===== config.mk =====
export PLATFORM = sky130hd
export DESIGN_NAME = jpeg_sof_dims_letterbox
export DESIGN_NICKNAME = d
export VERILOG_FILES = /design/src/sv/jsl_pkg.sv /design/src/sv/jsl_front.sv /design/src/sv/jsl_queue.sv /design/src/sv/jsl_back.sv /design/src/sv/jpeg_sof_dims_letterbox.sv
export SDC_FILE = /design/constraint.sdc
export NUM_CORES = 1
export LEC_CHECK = 0
export ABC_CLOCK_PERIOD_IN_PS = 14700
export BUFFER_PORTS_ARGS = -buffer_cell sky130_fd_sc_hd__buf_2
export CORE_MARGIN = 2
export CORE_UTILIZATION = 50
export CTS_CLUSTER_SIZE = 24
export DETAILED_ROUTE_END_ITERATION = 12
export GPL_ROUTABILITY_DRIVEN = 0
export PLACE_DENSITY_LB_ADDON = 0.12
export RECOVER_POWER = 25
export SYNTH_ARGS = -nofsm -noshare
export SYNTH_HDL_FRONTEND = slang
export SYNTH_SLANG_ARGS = --single-unit
export TNS_END_PERCENT = 50

===== constraint.sdc =====
create_clock -name clk -period 14.7 [get_ports clk]
set_clock_uncertainty 0.2 [all_clocks]
set_input_delay 1.47 -clock clk [delete_from_list [all_inputs] [get_ports clk]]
set_output_delay 1.47 -clock clk [all_outputs]
set_load 0.02 [all_outputs]

===== src/sv/jsl_pkg.sv =====
// Shared types, codes and constants of the JPEG frame dimension parser.
// Used by every module of the block; depends on nothing.
package jsl_pkg;

	// Largest frame byte count that the parser treats as valid.
	localparam logic [16:0] MAX_FRAME_BYTES = 17'd65536;
	// Byte position counter saturates here.
	localparam logic [16:0] POS_MAX = 17'd131071;

	localparam logic [11:0] SCREEN_WIDTH_RESET  = 12'd320;
	localparam logic [11:0] SCREEN_HEIGHT_RESET = 12'd240;

	// Depth of the event queue between the parser and the result stage.
	localparam int EVENT_QUEUE_DEPTH = 2;

	// Configuration register indexes.
	localparam logic REG_SCREEN_WIDTH  = 1'b0;
	localparam logic REG_SCREEN_HEIGHT = 1'b1;

	// Marker bytes.
	localparam logic [7:0] MK_PREFIX = 8'hFF;
	localparam logic [7:0] MK_SOF0   = 8'hC0;
	localparam logic [7:0] MK_SOF1   = 8'hC1;
	localparam logic [7:0] MK_SOF2   = 8'hC2;
	localparam logic [7:0] MK_SOI    = 8'hD8;
	localparam logic [7:0] MK_EOI    = 8'hD9;
	localparam logic [7:0] MK_TEM    = 8'h01;
	localparam logic [7:0] MK_RST0   = 8'hD0;
	localparam logic [7:0] MK_RST7   = 8'hD7;

	typedef enum logic [2:0] {
		PH_SCAN,
		PH_MARK,
		PH_LENHI,
		PH_LENLO,
		PH_SOF,
		PH_FOUND,
		PH_NONE
	} phase_t;

	typedef enum logic [2:0] {
		ST_OK        = 3'd0,
		ST_BAD_SIZE  = 3'd1,
		ST_SHORT     = 3'd2,
		ST_NO_DIMS   = 3'd3,
		ST_TOO_LARGE = 3'd4
	} status_t;

	typedef enum logic [1:0] {
		EV_BAD_SIZE,
		EV_SHORT,
		EV_FINAL
	} event_kind_t;

	typedef struct packed {
		logic [7:0]  data_byte;
		logic [16:0] frame_size;
		logic        last;
	} in_beat_t;

	typedef struct packed {
		logic [2:0]  status;
		logic [15:0] image_width;
		logic [15:0] image_height;
		logic [10:0] x_offset;
		logic [10:0] y_offset;
		logic        clear_bars;
	} out_beat_t;

	// One frame outcome as seen by the parser, before the screen is applied.
	typedef struct packed {
		event_kind_t kind;
		logic        found;
		logic [15:0] width;
		logic [15:0] height;
	} frame_event_t;

	typedef struct packed {
		logic [11:0] width;
		logic [11:0] height;
	} screen_t;

endpackage


===== src/sv/jsl_front.sv =====
// Byte parser: walks the marker structure of a frame and posts one event per frame.
// Depends on jsl_pkg.
module jsl_front (
	input  logic                  clk,
	input  logic                  arst_n,
	input  logic                  accept,
	input  jsl_pkg::in_beat_t     beat,
	output logic                  ev_push,
	output jsl_pkg::frame_event_t ev
);

	logic [16:0]      bp_q, bp_n;
	logic [17:0]      nmp_q, nmp_n;
	jsl_pkg::phase_t  phase_q, phase_n;
	logic [7:0]       seg_hi_q, seg_hi_n;
	logic [15:0]      ph_q, ph_n;
	logic [15:0]      pw_q, pw_n;
	logic             sent_q, sent_n;

	logic [7:0]       b;
	logic [16:0]      fs;
	logic [17:0]      pos_ext;
	logic [17:0]      pos_plus1;
	logic [17:0]      pos_plus9;
	logic [17:0]      fs_ext;
	logic [18:0]      seg_next;
	logic [17:0]      sof_off;
	logic             bad_size;

	assign b         = beat.data_byte;
	assign fs        = beat.frame_size;
	assign pos_ext   = {1'b0, bp_q};
	assign fs_ext    = {1'b0, fs};
	assign pos_plus1 = pos_ext + 18'd1;
	assign pos_plus9 = pos_ext + 18'd9;
	assign seg_next  = {1'b0, nmp_q} + 19'd2 + {3'b000, seg_hi_q, b};
	assign sof_off   = pos_ext - nmp_q;
	assign bad_size  = (fs < 17'd2) || (fs > jsl_pkg::MAX_FRAME_BYTES);

	always_comb begin
		bp_n     = bp_q;
		nmp_n    = nmp_q;
		phase_n  = phase_q;
		seg_hi_n = seg_hi_q;
		ph_n     = ph_q;
		pw_n     = pw_q;
		sent_n   = sent_q;
		ev_push  = 1'b0;
		ev       = '{kind: jsl_pkg::EV_SHORT, found: 1'b0, width: '0, height: '0};

		if (accept && !sent_q) begin
			if (bad_size) begin
				ev_push  = 1'b1;
				ev.kind  = jsl_pkg::EV_BAD_SIZE;
				sent_n   = 1'b1;
			end else begin
				unique case (phase_q)
					jsl_pkg::PH_SCAN: begin
						if (pos_ext == nmp_q) begin
							if (pos_plus9 >= fs_ext) begin
								phase_n = jsl_pkg::PH_NONE;
							end else if (b == jsl_pkg::MK_PREFIX) begin
								phase_n = jsl_pkg::PH_MARK;
							end else begin
								nmp_n = pos_plus1;
							end
						end
					end
					jsl_pkg::PH_MARK: begin
						case (b) inside
							jsl_pkg::MK_SOF0, jsl_pkg::MK_SOF1, jsl_pkg::MK_SOF2: begin
								phase_n = jsl_pkg::PH_SOF;
							end
							jsl_pkg::MK_SOI, jsl_pkg::MK_EOI, jsl_pkg::MK_TEM,
							[jsl_pkg::MK_RST0:jsl_pkg::MK_RST7]: begin
								nmp_n   = pos_plus1;
								phase_n = jsl_pkg::PH_SCAN;
							end
							default: begin
								phase_n = jsl_pkg::PH_LENHI;
							end
						endcase
					end
					jsl_pkg::PH_LENHI: begin
						seg_hi_n = b;
						phase_n  = jsl_pkg::PH_LENLO;
					end
					jsl_pkg::PH_LENLO: begin
						// A segment that would land on or before this byte resumes the
						// scan at the next byte.
						if (seg_next <= {1'b0, pos_ext}) begin
							nmp_n = pos_plus1;
						end else begin
							nmp_n = seg_next[17:0];
						end
						phase_n = jsl_pkg::PH_SCAN;
					end
					jsl_pkg::PH_SOF: begin
						if (sof_off == 18'd5) begin
							ph_n = {b, 8'h00};
						end else if (sof_off == 18'd6) begin
							ph_n = ph_q | {8'h00, b};
						end else if (sof_off == 18'd7) begin
							pw_n = {b, 8'h00};
						end else if (sof_off == 18'd8) begin
							pw_n = pw_q | {8'h00, b};
							if (((pw_q | {8'h00, b}) != 16'd0) && (ph_q != 16'd0)) begin
								phase_n = jsl_pkg::PH_FOUND;
							end else begin
								phase_n = jsl_pkg::PH_NONE;
							end
						end
					end
					default: begin
					end
				endcase

				if (pos_plus1 >= fs_ext) begin
					ev_push   = 1'b1;
					ev.kind   = jsl_pkg::EV_FINAL;
					ev.found  = (phase_n == jsl_pkg::PH_FOUND);
					ev.width  = pw_n;
					ev.height = ph_n;
					sent_n    = 1'b1;
				end else if (beat.last) begin
					ev_push = 1'b1;
					ev.kind = jsl_pkg::EV_SHORT;
					sent_n  = 1'b1;
				end
			end
		end

		if (accept) begin
			if (beat.last) begin
				bp_n     = '0;
				nmp_n    = 18'd2;
				phase_n  = jsl_pkg::PH_SCAN;
				seg_hi_n = '0;
				ph_n     = '0;
				pw_n     = '0;
				sent_n   = 1'b0;
			end else if (bp_q != jsl_pkg::POS_MAX) begin
				bp_n = bp_q + 17'd1;
			end
		end
	end

	always_ff @(posedge clk or negedge arst_n) begin
		if (!arst_n) begin
			bp_q     <= '0;
			nmp_q    <= 18'd2;
			phase_q  <= jsl_pkg::PH_SCAN;
			seg_hi_q <= '0;
			ph_q     <= '0;
			pw_q     <= '0;
			sent_q   <= 1'b0;
		end else begin
			bp_q     <= bp_n;
			nmp_q    <= nmp_n;
			phase_q  <= phase_n;
			seg_hi_q <= seg_hi_n;
			ph_q     <= ph_n;
			pw_q     <= pw_n;
			sent_q   <= sent_n;
		end
	end

endmodule


===== src/sv/jsl_queue.sv =====
// Short event queue between the byte parser and the result stage.
// Depends on jsl_pkg for the event type.
module jsl_queue #(
	parameter int DEPTH = jsl_pkg::EVENT_QUEUE_DEPTH
) (
	input  logic                  clk,
	input  logic                  arst_n,
	input  logic                  push,
	input  jsl_pkg::frame_event_t push_data,
	input  logic                  pop,
	output logic                  full,
	output logic                  not_empty,
	output jsl_pkg::frame_event_t head
);

	localparam int PTR_W = (DEPTH > 1) ? $clog2(DEPTH) : 1;
	localparam int CNT_W = $clog2(DEPTH + 1);

	jsl_pkg::frame_event_t entry_q [DEPTH];
	logic [PTR_W-1:0] wr_ptr_q;
	logic [PTR_W-1:0] rd_ptr_q;
	logic [CNT_W-1:0] count_q;

	assign full      = (count_q == CNT_W'(DEPTH));
	assign not_empty = (count_q != '0);
	assign head      = entry_q[rd_ptr_q];

	always_ff @(posedge clk) begin
		if (push) begin
			entry_q[wr_ptr_q] <= push_data;
		end
	end

	always_ff @(posedge clk or negedge arst_n) begin
		if (!arst_n) begin
			wr_ptr_q <= '0;
			rd_ptr_q <= '0;
			count_q  <= '0;
		end else begin
			if (push) begin
				wr_ptr_q <= (wr_ptr_q == PTR_W'(DEPTH - 1)) ? '0 : wr_ptr_q + 1'b1;
			end
			if (pop) begin
				rd_ptr_q <= (rd_ptr_q == PTR_W'(DEPTH - 1)) ? '0 : rd_ptr_q + 1'b1;
			end
			if (push && !pop) begin
				count_q <= count_q + 1'b1;
			end else if (pop && !push) begin
				count_q <= count_q - 1'b1;
			end
		end
	end

endmodule


===== src/sv/jsl_back.sv =====
// Result stage: applies the screen size to a frame event and holds the result beat.
// Depends on jsl_pkg.
module jsl_back (
	input  logic                  clk,
	input  logic                  arst_n,
	input  jsl_pkg::screen_t      screen,
	input  logic                  ev_valid,
	input  jsl_pkg::frame_event_t ev,
	output logic                  ev_pop,
	output logic                  out_valid,
	input  logic                  out_stall,
	output jsl_pkg::out_beat_t    out_data
);

	logic                out_valid_q;
	jsl_pkg::out_beat_t  out_data_q;
	jsl_pkg::out_beat_t  result;
	logic [15:0]         sw_ext;
	logic [15:0]         sh_ext;
	logic [11:0]         x_gap;
	logic [11:0]         y_gap;

	assign sw_ext = {4'h0, screen.width};
	assign sh_ext = {4'h0, screen.height};
	assign x_gap  = screen.width - ev.width[11:0];
	assign y_gap  = screen.height - ev.height[11:0];

	always_comb begin
		result = '0;
		case (ev.kind)
			jsl_pkg::EV_BAD_SIZE: result.status = jsl_pkg::ST_BAD_SIZE;
			jsl_pkg::EV_SHORT:    result.status = jsl_pkg::ST_SHORT;
			jsl_pkg::EV_FINAL: begin
				if (!ev.found) begin
					result.status = jsl_pkg::ST_NO_DIMS;
				end else if ((ev.width > sw_ext) || (ev.height > sh_ext)) begin
					result.status       = jsl_pkg::ST_TOO_LARGE;
					result.image_width  = ev.width;
					result.image_height = ev.height;
				end else begin
					result.status       = jsl_pkg::ST_OK;
					result.image_width  = ev.width;
					result.image_height = ev.height;
					result.x_offset     = x_gap[11:1];
					result.y_offset     = y_gap[11:1];
					result.clear_bars   = (ev.width < sw_ext) || (ev.height < sh_ext);
				end
			end
			default: result.status = jsl_pkg::ST_NO_DIMS;
		endcase
	end

	assign ev_pop    = ev_valid && (!out_valid_q || !out_stall);
	assign out_valid = out_valid_q;
	assign out_data  = out_data_q;

	always_ff @(posedge clk) begin
		if (ev_pop) begin
			out_data_q <= result;
		end
	end

	always_ff @(posedge clk or negedge arst_n) begin
		if (!arst_n) begin
			out_valid_q <= 1'b0;
		end else if (ev_pop) begin
			out_valid_q <= 1'b1;
		end else if (!out_stall) begin
			out_valid_q <= 1'b0;
		end
	end

endmodule


===== src/sv/jpeg_sof_dims_letterbox.sv =====
// Top level of the JPEG frame dimension parser with letterbox placement.
// Holds the screen registers and joins jsl_front, jsl_queue and jsl_back; uses jsl_pkg.
//
//   channel  direction  handshake             payload
//   in       input      in_valid / in_stall   in_data  (jsl_pkg::in_beat_t), one frame byte
//   out      output     out_valid / out_stall out_data (jsl_pkg::out_beat_t), one per frame
//   config   input      wr_en                 wr_index, wr_data (screen width, height)
//
// One byte beat is taken every clock cycle while the event queue is not full. The byte
// parser decides each byte in the cycle it is taken, so the rate is one beat per cycle,
// held by the parser's state loop. A frame's result beat passes the event queue, then the result stage register.
// Input stalls only when the event queue is full, which takes the output side stalled
// while further frames complete. Reset clears all control state and loads the screen
// registers with 320 by 240.
module jpeg_sof_dims_letterbox #(
	parameter int QUEUE_DEPTH = jsl_pkg::EVENT_QUEUE_DEPTH
) (
	input  logic               clk,
	input  logic               arst_n,
	input  logic               in_valid,
	output logic               in_stall,
	input  jsl_pkg::in_beat_t  in_data,
	output logic               out_valid,
	input  logic               out_stall,
	output jsl_pkg::out_beat_t out_data,
	input  logic               wr_en,
	input  logic               wr_index,
	input  logic [11:0]        wr_data
);

	jsl_pkg::screen_t      screen_q;
	jsl_pkg::frame_event_t ev;
	jsl_pkg::frame_event_t q_head;
	logic                  ev_push;
	logic                  q_full;
	logic                  q_valid;
	logic                  q_pop;
	logic                  in_accept;

	// Screen registers. The user must see that they are only written while the block is idle,
	// so that the result stage may read them directly; the block itself does not enforce it.
	always_ff @(posedge clk or negedge arst_n) begin
		if (!arst_n) begin
			screen_q.width  <= jsl_pkg::SCREEN_WIDTH_RESET;
			screen_q.height <= jsl_pkg::SCREEN_HEIGHT_RESET;
		end else if (wr_en) begin
			unique case (wr_index)
				jsl_pkg::REG_SCREEN_WIDTH:  screen_q.width  <= wr_data;
				jsl_pkg::REG_SCREEN_HEIGHT: screen_q.height <= wr_data;
				default: begin
				end
			endcase
		end
	end

	// The parser never has to hold a byte back: a full queue is the only stall source.
	assign in_stall  = q_full;
	assign in_accept = in_valid && !q_full;

	jsl_front u_front (
		.clk     (clk),
		.arst_n  (arst_n),
		.accept  (in_accept),
		.beat    (in_data),
		.ev_push (ev_push),
		.ev      (ev)
	);

	jsl_queue #(
		.DEPTH (QUEUE_DEPTH)
	) u_queue (
		.clk       (clk),
		.arst_n    (arst_n),
		.push      (ev_push),
		.push_data (ev),
		.pop       (q_pop),
		.full      (q_full),
		.not_empty (q_valid),
		.head      (q_head)
	);

	jsl_back u_back (
		.clk       (clk),
		.arst_n    (arst_n),
		.screen    (screen_q),
		.ev_valid  (q_valid),
		.ev        (q_head),
		.ev_pop    (q_pop),
		.out_valid (out_valid),
		.out_stall (out_stall),
		.out_data  (out_data)
	);

`ifndef SYNTHESIS
	// A placed image always fits inside the screen.
	a_ok_fits: assert property (@(posedge clk) disable iff (!arst_n)
		out_valid && (out_data.status == jsl_pkg::ST_OK) |->
		(out_data.image_width <= {4'h0, screen_q.width}) &&
		(out_data.image_height <= {4'h0, screen_q.height}) &&
		(out_data.image_width != 16'd0) && (out_data.image_height != 16'd0))
		else $error("placed image does not fit the screen");

	// Bars need clearing exactly when the image leaves a gap on either axis.
	a_ok_bars: assert property (@(posedge clk) disable iff (!arst_n)
		out_valid && (out_data.status == jsl_pkg::ST_OK) |->
		out_data.clear_bars == ((out_data.image_width < {4'h0, screen_q.width}) ||
			(out_data.image_height < {4'h0, screen_q.height})))
		else $error("clear_bars disagrees with the image and screen sizes");

	// Failed frames carry no dimensions and no placement.
	a_fail_zero: assert property (@(posedge clk) disable iff (!arst_n)
		out_valid && ((out_data.status == jsl_pkg::ST_BAD_SIZE) ||
			(out_data.status == jsl_pkg::ST_SHORT) ||
			(out_data.status == jsl_pkg::ST_NO_DIMS)) |->
		(out_data.image_width == 16'd0) && (out_data.image_height == 16'd0) &&
		(out_data.x_offset == 11'd0) && (out_data.y_offset == 11'd0) &&
		!out_data.clear_bars)
		else $error("failed frame carries dimensions");

	// An oversized image gets no placement.
	a_large_zero: assert property (@(posedge clk) disable iff (!arst_n)
		out_valid && (out_data.status == jsl_pkg::ST_TOO_LARGE) |->
		(out_data.x_offset == 11'd0) && (out_data.y_offset == 11'd0) &&
		!out_data.clear_bars &&
		((out_data.image_width > {4'h0, screen_q.width}) ||
			(out_data.image_height > {4'h0, screen_q.height})))
		else $error("oversized result is inconsistent");
`endif

endmodule


==> results of run 1 <==
worst register-to-register path: cells and delay by family, from the launching register on:
family | cells | cell delay, ps
buffers and inverters | 2 | 2190
AO/OA/AOI/OAI | 7 | 1590
AND/OR/NAND/NOR | 2 | 560
multiplexers | 1 | 530
flip-flops | 1 | 340
adder cells (fa/ha/maj) | 1 | 280
kinds of logic (layout without fill, tap and decap cells):
logic type	count (synthesis)	count (layout)	share of synthesized area (%)
and+or+nand+nor	520	520	16.3
muxes	93	93	6.09
AOI/OAI and AO/OA	347	347	14.5
buffers and inverters	208	298	5.42
adders and majority gates	150	150	12.2
DFF	236	236	41.9
xor gates and xnor gates	65	65	3.64
layer usage:
metal | GRT usage (%) | wire length, um
met1 | 36.2 | 18700
met2 | 41.5 | 19000
met3 | 3.65 | 3140
met4 | 8.77 | 1700
met5 | 0 | 0
registers in the layout, indices dropped and copies added, names as in the netlist:
| name | count |
|---|---|
| u_front.phase_q | 3 |
| u_queue.entry_q | 70 |
| u_front.nmp_q | 18 |
| u_queue.wr_ptr_q | 1 |
| u_back.out_data | 58 |
| u_front.seg_hi_q | 8 |
| u_back.out_valid | 1 |
| u_front.sent_q | 1 |
| u_front.pw_q | 16 |
| u_queue.rd_ptr_q | 1 |
| u_front.ph_q | 16 |
| screen_q | 24 |
| u_front.bp_q | 17 |
| u_queue.count_q | 2 |
power by group:
group | switching [uW] | internal (uW) | total [uW]
logic | 755 | 442 | 1200
registers | 73.0 | 844 | 917
clock network | 264 | 377 | 641
cell type report:
cell class / instances / area, um^2 / area share [%]
flip-flops and latches: 236 / 6560 / 38.1
multi-input cells: 1175 / 8250 / 47.9
clock inverters: 10 / 111 / 0.646
clock buffers: 38 / 726 / 4.21
inverters: 138 / 518 / 3.01
well taps: 396 / 495 / 2.88
repair buffers: 112 / 569 / 3.30
cell usage after synthesis, types with 6 or more instances:
library cell  count
xnor2_1          54
o21bai_1          7
nor2b_1          21
nand4_1          25
ha_1            146
dfstp_2           7
edfxtp_1        128
a21o_1           16
o211ai_1         10
o221ai_1          6
clkbuf_1         51
mux2_2           17
a221oi_1          7
nand3_1          33
a21oi_1          78
nor4_1           32
a211oi_1         15
o21a_1           23
o2111ai_1        11
or3_1            13
inv_1           138
a31oi_1          31
xor2_1           11
o21ai_0          83
nor3_1           46
buf_2             7
mux2i_1          76
a22o_1            6
nor2_1          166
o22ai_1           6
nand2_1         110
a21boi_0          8
nand2b_1         13
and2_1            7
and3_1           22
dfrtp_1         101
worst paths after layout:
kind | slack [ps] | depth (start not counted) | startpoint | end
worst max-delay path | 8310 | 24 | in_data[19] | u_front.nmp_q[7]
worst min-delay path | 300 | 2 | u_back.out_valid | u_back.out_valid
worst max register to register | 8810 | 13 | u_queue.rd_ptr_q | u_back.out_data[17]
worst min register to register | 300 | 2 | u_back.out_valid | u_back.out_valid
max in group asynchronous | 8490 | 2 | arst_n | u_front.bp_q[4]
min in group asynchronous | 2030 | 1 | arst_n | screen_q[15]
metrics by stage:
step           power [uW]  setup slack (ps)  std cells  utilization, %
2_1_floorplan        1790              8740       1619               -
3_3_place_gp         2080              8210       2057            53.5
3_5_place_dp         2100              7970       2057            53.5
4_1_cts              2750              8510       2105            56.2
5_1_grt              2930              7270       2105            56.2
6_report             2750              8310       2105            56.2
==> impl_metrics.csv, run 1 <==
group,metric,value,unit
final_layout,drive_gt1_share,11.2,%
detailed_routing,ant_nets,0,
run_status,violations,"capacitance limit, slew limit",
sta,rsz0062_at_grt,"no",
floorplan,dieArea,0.0327,mm^2
worst_setup_path,cp_max_fo,15,
final_layout,mostFrequentLayoutCell,"nor2_1",
sta,drv_slew,188,
synth,syn_nets,1813,
worst_setup_path,max_stage_delay,640,ps
sta,fin_crit_sh,43.5,%
sta,tightestPinTransition,3800,ps
global_routing,grtUsageTotal,25.9,%
worst_setup_path,cp-start-kind,"primary input",
power,powerDensity,160,mW/mm^2
final_layout,layout_common_cells,"164 x nor2_1, 146 x ha_1, 137 x inv_1",
clock_network,cts_buffers,26,
worst_setup_path,crit_buf_inv,4,
worst_setup_path,critPathTopFamily,"compound AO/OA/AOI/OAI gates",
floorplan,core-area,0.0307,mm^2
sta,clock.fmax,157,MHz
worst_hold_path,hp-class,"register to register",
clock_network,clkSlewWorstSetupHoldPaths,60,ps
final_layout,syn_to_final_growth,10.2,%
synth,synthDistinctLibCells,78,
final_layout,design_area,0.0172,mm^2
worst_setup_path,worst_setup_path_end_kind,"register",
sta,hold_violations,0,
worst_setup_path,worstPathRequired,14940,ps
clock_network,cts_setup_buffers,0,
floorplan,chipWidth,181,um
final_layout,fill_cells,2772,
detailed_routing,drc,0,
run_status,status,"complete, but fails checks",
final_layout,diodes,0,
synth,synth_cells,1619,
worst_setup_path,critPathKind,"primary input to register",
synth,synth_area_per_cell,9.66,um^2
clock_network,holdBufCountCts,0,
synth,synth_top_area_share,24.6,%
global_routing,grt_pass1_vias,11900,
synth,ys_ff_latch,236,
sta,slew-limit-headroom,-153,%
synth,synth_flop_cell,"edfxtp_1",
floorplan,pin_count,104,
detailed_routing,drt-initial-drc-count,1160,
synth,yosys_warnings,0,
synth,post_synth_instance_area,0.0156,mm^2
placed_design,dpl_cell_area,0.0164,mm^2
worst_setup_path,crit_slowest_cell,"o21ai_2",
floorplan,initial_core_util,51.0,%
sta,setup_violations,0,
placed_design,io_buffers,103,
detailed_routing,vias,12500,
clock_network,cts_root_buf,"clkbuf_16",
placed_design,dp_hpwl,32600,um
worst_setup_path,crit_arrival,6630,ps
worst_setup_path,crit_chain,"buf_2 > inv_1 > ha_1 > inv_1 > ha_1 > inv_1 > fa_1 > nor2b_1 > o31ai_1 > a21oi_1 > o21ai_0 > nand2b_1 > a21oi_1 > xnor2_1 > ha_1 > a21oi_1 > nor2_1 > a2111oi_0 > o21bai_1 > o22ai_1 > o21ai_1 > o21ai_2 > nand3_1 > o221ai_1",
sta,final.min_clock_period,6390,ps
detailed_routing,wl_per_cell,20.2,um
clock_network,cts_max_level,1,
floorplan,die_h,181,um
clock_network,cts_resized,0,
synth,synth_seq_area_share,41.9,%
sta,fin_setup_tns,0,ps
final_layout,final_nets,1883,
detailed_routing,first_pass_iters,7,
synth,synthArstFlopShare,45.8,%
clock_network,clock_sinks,236,
synth,synth-edff-count,128,
detailed_routing,viasPerCell,5.93,
sta,holdWs,296,ps
global_routing,grt_max_degree,64,
run,max_cap_viol_count,4,
clock_network,cts_tree,"yes",
global_routing,antenna_found_initial,0,
power,ir_worst_vdd,108,uV
floorplan,rows,64,
synth,synth.area.top_cells,"edfxtp_1 25%, dfrtp_1 16%, ha_1 12%, mux2i_1 4.9%, nor2_1 4.0%",
clock_network,clockBufferDepth,3,
synth,synth_top_area_cell,"edfxtp_1",
detailed_routing,wl,42500,um
power,leakagePower,0.00770,uW
global_routing,grt_pass1_wl,67400,um
clock_network,clk_latency,540,ps
global_routing,overflow,0,
No activity file was read; power rests on OpenSTA's default activity.
==> inputs of run 2 (changes only) <==
ABC_AREA = 1   (was default)
ABC_CLOCK_PERIOD_IN_PS = 6000   (was 14700)
clock period = 6 ns   (was 14.7 ns; I/O delays follow)
==> impl_metrics.csv, run 2 <==
group,metric,value,unit
floorplan,dieArea,0.0338,mm^2
clock_network,cts_max_level,1,
detailed_routing,viasPerCell,5.52,
synth,synth_top_area_share,23.8,%
final_layout,largest_reg_flops,70,
synth,synth.most_common_cell,"nand2_1",
power,powerDensity,472,mW/mm^2
sta,tightestPinTransition,3430,ps
final_layout,final_nets,2333,
synth,synth_seq_area_share,40.5,%
run_status,status,"complete, but fails checks",
power,p_clk_share,20.4,%
run,max_cap_viol_count,1,
synth,yosys_warnings,0,
detailed_routing,wl,44900,um
placed_design,placed_cells,2511,
final_layout,largest-register,"u_queue.entry_q",
worst_hold_path,min_to,"u_back.out_valid",
run_status,violations,"capacitance limit, slew limit",
final_layout,multi_input_area,0.00809,mm^2
synth,syn_nets,2237,
worst_setup_path,max_stage_delay,590,ps
final_layout,top_regs,"u_queue.entry_q x70, u_back.out_data x58, screen_q x24",
synth,synth_area_per_cell,7.92,um^2
power,internal_power,4620,uW
floorplan,die_h,184,um
power,sw_frac_of_total,45.5,%
floorplan,rows,65,
worst_setup_path,rr_worst_depth,25,
clock_network,clk_latency,570,ps
synth,synthArstFlopShare,45.8,%
worst_setup_path,critPathKind,"register to register",
global_routing,antenna_found_initial,0,
synth,post_synth_instance_area,0.0162,mm^2
floorplan,initial_core_util,51.0,%
floorplan,chipWidth,184,um
placed_design,io_buffers,103,
worst_setup_path,reg2reg_to,"u_front.nmp_q[9]",
worst_setup_path,rrSetupSlack,1130,ps
synth,synth_common_cells,"378 x nand2_1, 344 x inv_1, 184 x nor2_1",
clock_network,clock_sinks,236,
synth,synth_top_area_cell,"edfxtp_1",
synth,synth.area.top_cells,"edfxtp_1 24%, dfrtp_1 16%, ha_1 11%, nand2_1 8.8%, inv_1 8.0%",
clock_network,cts_buffers,27,
sta,fin_setup_tns,0,ps
final_layout,fill_cells,3010,
clock_network,clkSlewWorstSetupHoldPaths,70,ps
final_layout,layout_common_cells,"378 x nand2_1, 343 x inv_1, 181 x nor2_1",
floorplan,core-area,0.0317,mm^2
clock_network,cts_resized,0,
sta,drv_slew,55,
sta,final.min_clock_period,4870,ps
sta,fin_crit_sh,81.2,%
sta,clock.fmax,205,MHz
detailed_routing,vias,14100,
sta,setup_violations,0,
power,comb_power_share,50.2,%
synth,synth_cells,2043,
sta,slew-limit-headroom,-129,%
detailed_routing,wl_per_cell,17.5,um
worst_setup_path,critPathTopFamily,"adder cells",
final_layout,syn_to_final_growth,11.2,%
worst_setup_path,worstPathRequired,6320,ps
worst_setup_path,cp_common_cell,"inv_1",
global_routing,grt_pass1_wl,71300,um
sta,hold_violations,0,
final_layout,diodes,0,
power,seqPwrFrac,29.4,%
power,leakagePower,0.00873,uW
placed_design,dp_hpwl,34200,um
final_layout,drive_gt1_share,8.89,%
power,switchingPower,3870,uW
worst_setup_path,crit_arrival,5190,ps
detailed_routing,ant_nets,0,
detailed_routing,first_pass_iters,8,
final_layout,seq_area,0.00656,mm^2
sta,holdWs,63.8,ps
global_routing,grt_max_degree,59,
synth,synth-edff-count,128,
power,ir_worst_vdd,295,uV
worst_setup_path,crit_buf_inv,7,
synth,synth_flop_cell,"edfxtp_1",
sta,rsz0062_at_grt,"no",
worst_setup_path,crit_slowest_cell,"dfstp_2",
worst_hold_path,hold_depth,3,
final_layout,mostFrequentLayoutCell,"nand2_1",
clock_network,cts_tree,"yes",
detailed_routing,drt-initial-drc-count,1154,
global_routing,grt_pass1_vias,13700,
placed_design,dpl_cell_area,0.0171,mm^2
worst_setup_path,cp_max_fo,24,
synth,ys_ff_latch,236,
clock_network,cts_root_buf,"clkbuf_16",
final_layout,design_area,0.0180,mm^2
worst_setup_path,reg2reg_from,"u_front.nmp_q[1]",
global_routing,grtUsageTotal,26.7,%
worst_hold_path,hp-class,"primary input to register",
detailed_routing,drc,0,
worst_setup_path,cp-start-kind,"register",
floorplan,pin_count,104,
global_routing,overflow,0,
clock_network,clockBufferDepth,3,
worst_hold_path,min_from,"out_stall",
final_layout,stdcell_count,2562,
worst_setup_path,worst_setup_path_end_kind,"register",
synth,synthDistinctLibCells,48,
## run 2: cell count changes after synthesis, moves of 24 or more
| cell | delta |
|---|---|
| inv_1 | +206 |
| nand3_1 | +74 |
| a21oi_1 | +93 |
| or2_2 | +24 |
| nand2_1 | +268 |
| xor2_1 | +35 |
| mux2i_1 | -67 |
| a31oi_1 | -26 |
| o21ai_0 | +67 |
| xnor2_1 | -42 |
| nor3_1 | -26 |
## run 2: routing by layer
layer	vias to the layer above	wire (um)	GRT usage, %
li1	6928	-	-
met3	157	2390	2.95
met4	0	2690	13.8
met1	6500	18400	32.6
met2	550	21500	46.6
met5	-	0	0
## run 2: per-stage QoR
stage,setup slack (ps),power (uW),util (%)
2_1_floorplan,1310,5610,-
3_3_place_gp,1030,6690,53.9
3_5_place_dp,1020,6780,53.9
4_1_cts,1170,8530,56.9
5_1_grt,783,9170,56.7
6_report,1130,8490,56.7
## run 2: worst max-delay path by stage
| stage | endpoint | from | slack [ps] | cells after the start |
|---|---|---|---|---|
| finish | u_front.nmp_q[9] | u_front.nmp_q[1] | 1130 | 25 |
| CTS | u_front.nmp_q[9] | u_front.nmp_q[1] | 1170 | 25 |
| global route | u_queue.count_q[1] | u_front.bp_q[0] | 780 | 25 |
| detailed placement | u_front.nmp_q[9] | in_data[19] | 1020 | 26 |
| floorplan | u_queue.entry_q[0][0] | u_front.bp_q[0] | 1310 | 24 |
| global placement | u_front.nmp_q[9] | in_data[19] | 1030 | 26 |
## run 2: cell families after synthesis
kind of cell,after synthesis,synth area share (%)
buf+inv,400,9.46
compound gates,400,13.3
fa+ha+maj,150,11.8
flops,236,40.5
simple gates,790,21.2
mux,9,0.557
xor+xnor,58,3.14
## run 2: cell type report
class / instances / area share, %
clock inverters: 19 / 1.11
flip-flops and latches: 236 / 36.5
well taps: 402 / 2.80
inverters: 346 / 7.24
multi-input cells: 1407 / 45.0
repair buffers: 121 / 3.24
clock buffers: 31 / 4.13
## run 2: tightest hold or removal path, cell delays in order
cell and delay, ps:
buf_2 70, nand2_1 60, nand2_1 60
## run 2: timing repair
item	4_1_cts	5_1_grt
hold endpoints to repair	48	0
hold buffers	1	0
setup buffers	0	0
## run 2: power by group through the flow
| stage | Combinational, uW | Sequential, uW | Clock [uW] |
|---|---|---|---|
| floorplan | 2930 | 2680 | 0 |
| global placement | 4190 | 2500 | 0 |
| detailed placement | 4270 | 2520 | 0 |
| CTS | 4290 | 2490 | 1760 |
| global route | 4810 | 2550 | 1810 |
| finish | 4270 | 2500 | 1730 |
